**src/hdl/timestamp_window_match_queue_core_defines.svh**
```systemverilog
// Assertion macros shared by the timestamp window match queue RTL.
`ifndef TIMESTAMP_WINDOW_MATCH_QUEUE_CORE_DEFINES_SVH
`define TIMESTAMP_WINDOW_MATCH_QUEUE_CORE_DEFINES_SVH

// Checks that the consequent holds in the same cycle as the antecedent.
`define TWMQ_ASSERT_SAME(name, ante, cons, msg) \
  name: assert property (@(posedge clk) disable iff (rst) (ante) |-> (cons)) \
    else $error(msg);

// Checks that the consequent holds in the cycle after the antecedent.
`define TWMQ_ASSERT_NEXT(name, ante, cons, msg) \
  name: assert property (@(posedge clk) disable iff (rst) (ante) |=> (cons)) \
    else $error(msg);

`endif

```
**src/hdl/twmq_pkg.sv**
```systemverilog
// Package with widths, register codes and shared types of the match queue.
package twmq_pkg;

  localparam int STAMP_BITS     = 48;
  localparam int TOL_BITS       = 24;
  localparam int LIMIT_BITS     = 5;
  localparam int CFG_INDEX_BITS = 1;
  localparam int WIN_BITS       = STAMP_BITS + 2;

  localparam logic [CFG_INDEX_BITS-1:0] REG_MAX_ENTRIES = 1'b0;
  localparam logic [CFG_INDEX_BITS-1:0] REG_DEFAULT_TOL = 1'b1;

  localparam logic [LIMIT_BITS-1:0] MAX_ENTRIES_RESET = 5'd16;
  localparam logic [TOL_BITS-1:0]   DEFAULT_TOL_RESET = 24'd50000;

  typedef struct packed {
    logic hit;
    logic above;
  } win_class_t;

endpackage

```
**src/hdl/twmq_window.sv**
```systemverilog
// Window bound registers and the shared stamp compare unit.
module twmq_window
  import twmq_pkg::*;
(
  input  logic                  clk,
  input  logic                  load,
  input  logic [STAMP_BITS-1:0] lo_stamp,
  input  logic [STAMP_BITS-1:0] hi_stamp,
  input  logic [TOL_BITS-1:0]   tol,
  input  logic [STAMP_BITS-1:0] stamp,
  output win_class_t            cls
);

  logic signed [WIN_BITS-1:0] lower;
  logic signed [WIN_BITS-1:0] upper;
  logic signed [WIN_BITS-1:0] stamp_ext;

  always_ff @(posedge clk) begin
    if (load) begin
      lower <= $signed(WIN_BITS'(lo_stamp)) - $signed(WIN_BITS'(tol));
      upper <= $signed(WIN_BITS'(hi_stamp)) + $signed(WIN_BITS'(tol));
    end
  end

  assign stamp_ext = $signed(WIN_BITS'(stamp));

  always_comb begin
    cls.hit   = (stamp_ext >= lower) && (stamp_ext <= upper);
    cls.above = stamp_ext > upper;
  end

endmodule

```
**src/hdl/timestamp_window_match_queue_core.sv**
```systemverilog
// Top level of the bounded, age-ordered timestamp queue with windowed consume.
// An insert passes from acceptance through the reply state to its single
// result, and both kinds of request wait while the result side stalls. The
// entries sit in a circular memory with one registered read port, and a
// consume walks it twice, with a read state and a classify state per entry on
// each pass: the first pass counts matches and survivors so that every result
// can carry the final occupancy and the last flag, the second emits matches
// oldest first and compacts the survivors in place. No new request is taken
// until the current one has delivered its final result to the output register.
`include "timestamp_window_match_queue_core_defines.svh"

module timestamp_window_match_queue_core
  import twmq_pkg::*;
#(
  parameter int QUEUE_DEPTH = 16,
  parameter int HANDLE_BITS = 16,
  localparam int PTR_BITS   = $clog2(QUEUE_DEPTH),
  localparam int CNT_BITS   = $clog2(QUEUE_DEPTH + 1)
) (
  input  logic                      clk,
  input  logic                      rst,
  input  logic                      cfg_we,
  input  logic [CFG_INDEX_BITS-1:0] cfg_index,
  input  logic [TOL_BITS-1:0]       cfg_data,
  input  logic                      req_valid,
  output logic                      req_stall,
  input  logic                      req_type,
  input  logic [STAMP_BITS-1:0]     entry_stamp,
  input  logic [HANDLE_BITS-1:0]    entry_handle,
  input  logic [STAMP_BITS-1:0]     window_start,
  input  logic [STAMP_BITS-1:0]     window_end,
  input  logic                      override_valid,
  input  logic [TOL_BITS-1:0]       override_tolerance,
  output logic                      res_valid,
  input  logic                      res_stall,
  output logic                      match_valid,
  output logic [HANDLE_BITS-1:0]    match_handle,
  output logic [STAMP_BITS-1:0]     match_stamp,
  output logic                      last_result,
  output logic                      dropped_oldest,
  output logic [CNT_BITS-1:0]       occupancy
);

  localparam int LW = (CNT_BITS > LIMIT_BITS) ? CNT_BITS : LIMIT_BITS;

  typedef enum logic [4:0] {
    S_IDLE   = 5'b00001,
    S_WINDOW = 5'b00010,
    S_READ   = 5'b00100,
    S_CHECK  = 5'b01000,
    S_REPLY  = 5'b10000
  } state_t;

  function automatic logic [PTR_BITS-1:0] wrap_add(input logic [PTR_BITS-1:0] base,
                                                   input logic [CNT_BITS-1:0] off);
    logic [CNT_BITS:0] sum;
    sum = (CNT_BITS + 1)'(base) + (CNT_BITS + 1)'(off);
    if (sum >= (CNT_BITS + 1)'(QUEUE_DEPTH)) begin
      sum = sum - (CNT_BITS + 1)'(QUEUE_DEPTH);
    end
    return sum[PTR_BITS-1:0];
  endfunction

  state_t                  state;
  logic [LIMIT_BITS-1:0]   max_entries;
  logic [TOL_BITS-1:0]     default_tolerance;
  logic [PTR_BITS-1:0]     head;
  logic [CNT_BITS-1:0]     count;
  logic [CNT_BITS-1:0]     idx;
  logic [CNT_BITS-1:0]     hits;
  logic [CNT_BITS-1:0]     keep;
  logic [CNT_BITS-1:0]     hit_total;
  logic [CNT_BITS-1:0]     keep_total;
  logic                    pass2;
  logic                    reply_drop;
  logic [CNT_BITS-1:0]     reply_occ;
  logic [STAMP_BITS-1:0]   req_min;
  logic [STAMP_BITS-1:0]   req_max;
  logic [TOL_BITS-1:0]     req_tol;

  logic [STAMP_BITS-1:0]   stamp_mem [QUEUE_DEPTH];
  logic [HANDLE_BITS-1:0]  handle_mem [QUEUE_DEPTH];
  logic [STAMP_BITS-1:0]   rd_stamp;
  logic [HANDLE_BITS-1:0]  rd_handle;
  logic                    mem_we;
  logic [PTR_BITS-1:0]     mem_wa;
  logic [STAMP_BITS-1:0]   mem_wstamp;
  logic [HANDLE_BITS-1:0]  mem_whandle;
  logic                    mem_re;
  logic [PTR_BITS-1:0]     mem_ra;

  win_class_t              cls;
  logic                    win_load;
  logic                    accept;
  logic                    accept_insert;
  logic                    out_free;
  logic                    advance;
  logic                    res_load;
  logic [LW-1:0]           limit_w;
  logic                    drop;
  logic [CNT_BITS-1:0]     idx_inc;
  logic [CNT_BITS-1:0]     hits_inc;
  logic [CNT_BITS-1:0]     hits_next;
  logic [CNT_BITS-1:0]     keep_next;

  assign req_stall     = (state != S_IDLE);
  assign accept        = req_valid && !req_stall;
  assign accept_insert = accept && !req_type;
  assign out_free      = !res_valid || !res_stall;
  assign win_load      = (state == S_WINDOW);

  assign idx_inc   = idx + CNT_BITS'(1);
  assign hits_inc  = hits + CNT_BITS'(1);
  assign hits_next = cls.hit ? hits_inc : hits;
  assign keep_next = cls.above ? keep + CNT_BITS'(1) : keep;
  assign advance   = !(pass2 && cls.hit) || out_free;
  assign res_load  = out_free && ((state == S_CHECK && pass2 && cls.hit) ||
                                  (state == S_REPLY));

  always_comb begin
    if (max_entries == '0) begin
      limit_w = LW'(1);
    end else if (LW'(max_entries) > LW'(QUEUE_DEPTH)) begin
      limit_w = LW'(QUEUE_DEPTH);
    end else begin
      limit_w = LW'(max_entries);
    end
  end

  assign drop = (LW'(count) >= limit_w) && (count != '0);

  always_comb begin
    mem_we      = 1'b0;
    mem_wa      = wrap_add(head, count);
    mem_wstamp  = entry_stamp;
    mem_whandle = entry_handle;
    if (accept_insert) begin
      mem_we = 1'b1;
    end else if (state == S_CHECK && pass2 && cls.above) begin
      mem_we      = 1'b1;
      mem_wa      = wrap_add(head, keep);
      mem_wstamp  = rd_stamp;
      mem_whandle = rd_handle;
    end
  end

  assign mem_re = (state == S_READ);
  assign mem_ra = wrap_add(head, idx);

  always_ff @(posedge clk) begin
    if (mem_we) begin
      stamp_mem[mem_wa]  <= mem_wstamp;
      handle_mem[mem_wa] <= mem_whandle;
    end
    if (mem_re) begin
      rd_stamp  <= stamp_mem[mem_ra];
      rd_handle <= handle_mem[mem_ra];
    end
  end

  twmq_window u_window (
    .clk      (clk),
    .load     (win_load),
    .lo_stamp (req_min),
    .hi_stamp (req_max),
    .tol      (req_tol),
    .stamp    (rd_stamp),
    .cls      (cls)
  );

  always_ff @(posedge clk) begin
    if (rst) begin
      max_entries       <= MAX_ENTRIES_RESET;
      default_tolerance <= DEFAULT_TOL_RESET;
    end else if (cfg_we) begin
      unique case (cfg_index)
        REG_MAX_ENTRIES: max_entries       <= cfg_data[LIMIT_BITS-1:0];
        REG_DEFAULT_TOL: default_tolerance <= cfg_data;
      endcase
    end
  end

  always_ff @(posedge clk) begin
    if (accept && req_type) begin
      req_min <= (window_start < window_end) ? window_start : window_end;
      req_max <= (window_start < window_end) ? window_end : window_start;
      req_tol <= override_valid ? override_tolerance : default_tolerance;
    end
  end

  always_ff @(posedge clk) begin
    if (rst) begin
      state     <= S_IDLE;
      head      <= '0;
      count     <= '0;
      res_valid <= 1'b0;
    end else begin
      if (res_load) begin
        res_valid <= 1'b1;
      end else if (!res_stall) begin
        res_valid <= 1'b0;
      end
      unique case (state)
        S_IDLE: begin
          if (accept_insert) begin
            if (drop) begin
              head <= wrap_add(head, CNT_BITS'(1));
            end else begin
              count <= count + CNT_BITS'(1);
            end
            reply_drop <= drop;
            reply_occ  <= drop ? count : count + CNT_BITS'(1);
            state      <= S_REPLY;
          end else if (accept) begin
            state <= S_WINDOW;
          end
        end
        S_WINDOW: begin
          idx   <= '0;
          hits  <= '0;
          keep  <= '0;
          pass2 <= 1'b0;
          if (count == '0) begin
            reply_drop <= 1'b0;
            reply_occ  <= '0;
            state      <= S_REPLY;
          end else begin
            state <= S_READ;
          end
        end
        S_READ: begin
          state <= S_CHECK;
        end
        S_CHECK: begin
          if (!pass2) begin
            if (idx_inc == count) begin
              hit_total  <= hits_next;
              keep_total <= keep_next;
              idx        <= '0;
              hits       <= '0;
              keep       <= '0;
              pass2      <= 1'b1;
            end else begin
              idx  <= idx_inc;
              hits <= hits_next;
              keep <= keep_next;
            end
            state <= S_READ;
          end else if (advance) begin
            if (cls.hit) begin
              match_valid    <= 1'b1;
              match_handle   <= rd_handle;
              match_stamp    <= rd_stamp;
              last_result    <= (hits_inc == hit_total);
              dropped_oldest <= 1'b0;
              occupancy      <= keep_total;
            end
            hits <= hits_next;
            keep <= keep_next;
            if (idx_inc == count) begin
              count <= keep_total;
              if (hit_total == '0) begin
                reply_drop <= 1'b0;
                reply_occ  <= keep_total;
                state      <= S_REPLY;
              end else begin
                state <= S_IDLE;
              end
            end else begin
              idx   <= idx_inc;
              state <= S_READ;
            end
          end
        end
        S_REPLY: begin
          if (out_free) begin
            match_valid    <= 1'b0;
            match_handle   <= '0;
            match_stamp    <= '0;
            last_result    <= 1'b1;
            dropped_oldest <= reply_drop;
            occupancy      <= reply_occ;
            state          <= S_IDLE;
          end
        end
        default: begin
          state <= S_IDLE;
        end
      endcase
    end
  end

  `TWMQ_ASSERT_SAME(a_count_bound, 1'b1, count <= CNT_BITS'(QUEUE_DEPTH),
                    "Entry count exceeds the queue depth.")
  `TWMQ_ASSERT_NEXT(a_insert_reply, accept_insert, state == S_REPLY,
                    "Insert transaction did not move to the reply state.")
  `TWMQ_ASSERT_SAME(a_hits_bound, state == S_CHECK && pass2 && cls.hit,
                    hits < hit_total, "Second pass found more matches than the first.")
  `TWMQ_ASSERT_SAME(a_empty_is_last, res_valid && !match_valid, last_result,
                    "Result without a match is not marked last.")

endmodule

```
**config.mk**
```make
export PLATFORM = sky130hd
export DESIGN_NAME = timestamp_window_match_queue_core
export DESIGN_NICKNAME = d
export VERILOG_FILES = /design/src/hdl/twmq_pkg.sv /design/src/hdl/twmq_window.sv /design/src/hdl/timestamp_window_match_queue_core.sv
export VERILOG_INCLUDE_DIRS = /design/src /design/src/hdl
export SDC_FILE = /design/constraint.sdc
export NUM_CORES = 2
export LEC_CHECK = 0
export ABC_AREA = 1
export CAP_MARGIN = 20
export CELL_PAD_IN_SITES_DETAIL_PLACEMENT = 1
export CELL_PAD_IN_SITES_GLOBAL_PLACEMENT = 1
export CORE_ASPECT_RATIO = 0.7
export CORE_MARGIN = 3
export CORE_UTILIZATION = 35
export DETAILED_ROUTE_END_ITERATION = 6
export DONT_BUFFER_PORTS = 1
export PLACE_DENSITY_LB_ADDON = 0.12
export SLEW_MARGIN = 15
export SYNTH_ARGS = -nofsm -noshare
export SYNTH_HDL_FRONTEND = slang
export SYNTH_SLANG_ARGS = --single-unit
export TNS_END_PERCENT = 1
```
**constraint.sdc**
```tcl
create_clock -name clk -period 17.35 [get_ports clk]
set_clock_uncertainty 0.05 [all_clocks]
set_input_delay 0.8675 -clock clk [delete_from_list [all_inputs] [get_ports clk]]
set_output_delay 0.8675 -clock clk [all_outputs]
set_load 0.05 [all_outputs]
```
==> flow_summary_export.csv <==
group,metric,value,unit
status,status,"completed",
global_routing,grt_usage,20.35,%
clock_tree,clock_latency,0.79,ns
yosys,synth_ff_type,"edfxtp_1",
die,initial_core_util,35.48,%
yosys,synthAdderAreaFrac,4.142,%
power_and_ir_drop,total_power,9.142,mW
yosys,synthesis.nets,6165,
finish,drive_gt1_share,5.781,%
yosys,postSynthCellCount,5733,
timing,finalHoldViolCount,0,
clock_tree,cts_htree_levels,4,
critical_path,path_cells,"ha_1, nand4_1, inv_1, nand4_1, nor2_1, nand3_1, nand3_4, buf_4, nand2_1, o21ai_1, nand3_1, nor2_4, buf_4, buf_4",
routing,drc_errors,0,
global_routing,grt_pass1_vias,42710,
timing,setup_viol,0,
yosys,synth_top_family_by_area,"compound AO/OA/AOI/OAI gates",
yosys,synth-seq-cells,1454,
finish,syn_to_final_growth,11.64,%
critical_path,crit_family,"simple AND/OR/NAND/NOR gates",
yosys,synth_compound_area_share,10.15,%
timing,fin_crit,6.099,ns
min_path,min_path_cells,1,
yosys,ys_types,55,
global_routing,grt_first_pass_wirelength,293.4,mm
power_and_ir_drop,power_density,123.8,nW/um2
global_routing,overflow,0,
job,cap_violations,0,
finish,final_util,39.61,%
critical_path,cp-end-kind,"register",
die,core_area,186500,um2
clock_tree,cts_resized,0,
yosys,async_flop_share,0,%
critical_path,cp-start-kind,"register",
critical_path,cp.depth,14,
die,die-area,194400,um2
die,dieWidth,525.7,um
clock_tree,cts_tree,"yes",
timing,slew_violations,0,
yosys,yosys-mux-area-fraction,3.873,%
routing,via_count,42680,
power_and_ir_drop,ir_worst_vdd,0.09721,mV
critical_path,required,17.69,ns
placement,io_buffers,0,
critical_path,crit_top_cell,"buf_4",
routing,via_per_inst,5.132,
clock_tree,clockBufferDepth,3,
yosys,netlist_area,66160,um2
finish,fin_area,73860,um2
clock_tree,cts_sinks,1454,
finish,nFillCells,19820,
yosys,synth_edf_count,1410,
timing,fin_ws,11.25,ns
yosys,synth-simple-area-share,9.053,%
clock_tree,ctsHoldBuffers,0,
placement,gp_congestion,0.8898,
routing,dr.pass1.iters,5,
timing,slew_headroom,22.47,%
clock_tree,clockRootBuffer,"clkbuf_16",
yosys,synth_xor_area_share,1.534,%
yosys,ys_seq_area_share,65.33,%
clock_tree,clk_pin_slew_worst_paths,0.06,ns
placement,place_area,68910,um2
critical_path,rr_worst_depth,14,
routing,drt_wl_total,201.4,mm
clock_tree,cts_setup_buffers,0,
global_routing,antenna_found_initial,23,
timing,fin_tns_setup,0,ns
critical_path,path_buf_inv,4,
timing,rsz0062_at_grt,"false",
critical_path,slowest_stage,"nor2_4",
timing,fmax,164.0,MHz
timing,period_share,35.15,%
critical_path,path_class,"reg -> reg",
min_path,hold_path.class,"in -> reg",
routing,first_iter_violations,3579,
critical_path,arrival,6.44,ns
die,row_count,132,
power_and_ir_drop,leakage,28.25,nW
critical_path,worstPathMaxFanout,29,
timing,tightest_slew,1.151,ns
yosys,ys_warn_count,0,
placement,hpwl,131.1,mm
placement,numPlacedInstances,8025,
critical_path,cpPeakStageDelay,0.77,ns
yosys,postSynthAreaPerCell,11.54,um2
routing,ant_nets,0,
finish,final_nets,6135,
placement,place_ws,11.41,ns
global_routing,grt_max_degree,160,
finish,fin_cells,8315,
die,pin_count,290,
timing,fin_hold_ws,0.09774,ns
clock_tree,cts_buffers,155,
die,die_y,369.8,um
routing,wl_per_cell,24.22,um
-- path summary, 6_finish.rpt --
check	startpoint	to	slack, ns
worst max register to register	rd_stamp[41]	stamp_mem[14][4]	11.25
worst min-delay path	rst	state[3]	0.1
worst min register to register	default_tolerance[7]	default_tolerance[7]	0.40
worst max-delay path	rd_stamp[41]	stamp_mem[14][4]	11.25
-- logic make-up after synthesis --
kind of cell    after synthesis
fa+ha+maj                   216
flops                      1454
compound gates             1222
mux                         256
buf+inv                     999
simple gates               1471
xor+xnor                    115
-- cell type report --
cell class	count	area (um2)	share of cell area, %
inverters	745	2814	3.810
flip-flops and latches	1454	43220	58.51
multi-input cells	3280	19230	26.04
repair buffers	67	540.5	0.7318
well taps	2479	3102	4.199
diodes	7	17.52	0.02371
clock inverters	81	778.2	1.054
clock buffers	202	4160	5.632
-- registers in the layout, indices dropped and copies added (netlist names), 48 cells and up --
signal / flops
req_max: 48
rd_stamp: 48
stamp_mem: 768
u_window.upper: 49
match_stamp: 48
u_window.lower: 49
handle_mem: 256
req_min: 48
-- Yosys cell counts, types with 12 or more instances --
cell type | instances | area share, %
edfxtp_1 | 1410 | 64
nand2_1 | 979 | 5.6
inv_1 | 739 | 4.2
o21ai_0 | 490 | 3.7
a21oi_1 | 462 | 3.5
mux2i_1 | 256 | 3.9
nor2_1 | 225 | 1.3
ha_1 | 211 | 4.0
nand3_1 | 175 | 1.3
clkbuf_1 | 159 | 0.90
o211ai_1 | 137 | 1.6
a31oi_1 | 75 | 0.71
xor2_1 | 75 | 0.99
buf_2 | 55 | 0.42
dfxtp_1 | 44 | 1.3
xnor2_1 | 39 | 0.52
nor3_1 | 30 | 0.23
nand4_1 | 27 | 0.26
buf_1 | 22 | 0.12
a21o_1 | 20 | 0.23
nor4_1 | 12 | 0.11
-- layout by cell type, fill, tap and decap left out, types with 7 or more instances in the layout --
cell type  Yosys  routed
clkinv_2       0      22
diode_2        0       7
buf_4         10      64
o21ai_0      490     489
a21o_1        20      19
o211ai_1     137     137
mux2i_1      256     256
ha_1         211     210
a21oi_1      462     461
clkbuf_16      0     159
clkinv_1       1      32
bufinv_16      0      11
dfxtp_1       44      44
nor2_4         1      18
xnor2_1       39      39
o21a_1         8       8
nand3_1      175     175
o21ai_2        9       9
nor4_1        12      11
inv_1        739     736
nor3_1        30      30
nor2_1       225     208
nand4_1       27      27
a31oi_1       75      75
nand2_1      979     979
xor2_1        75      73
edfxtp_1    1410    1410
clkbuf_1     159      41
-- where the power goes --
part           internal [mW]  leakage (nW)  switching, mW
combinational          0.473          12.8           1.17
sequential              4.10          13.1         0.0956
clock                   1.87          2.40           1.44
-- metal layers --
layer / wire [um] / part of all wire, % / global-route usage (%)
met5: 55 / 0.027 / 0
met4: 3985 / 2.0 / 4.804
met3: 11140 / 5.5 / 3.988
met2: 88480 / 44 / 30.64
met1: 97750 / 49 / 30.13
(Power assumes the default switching activity.)
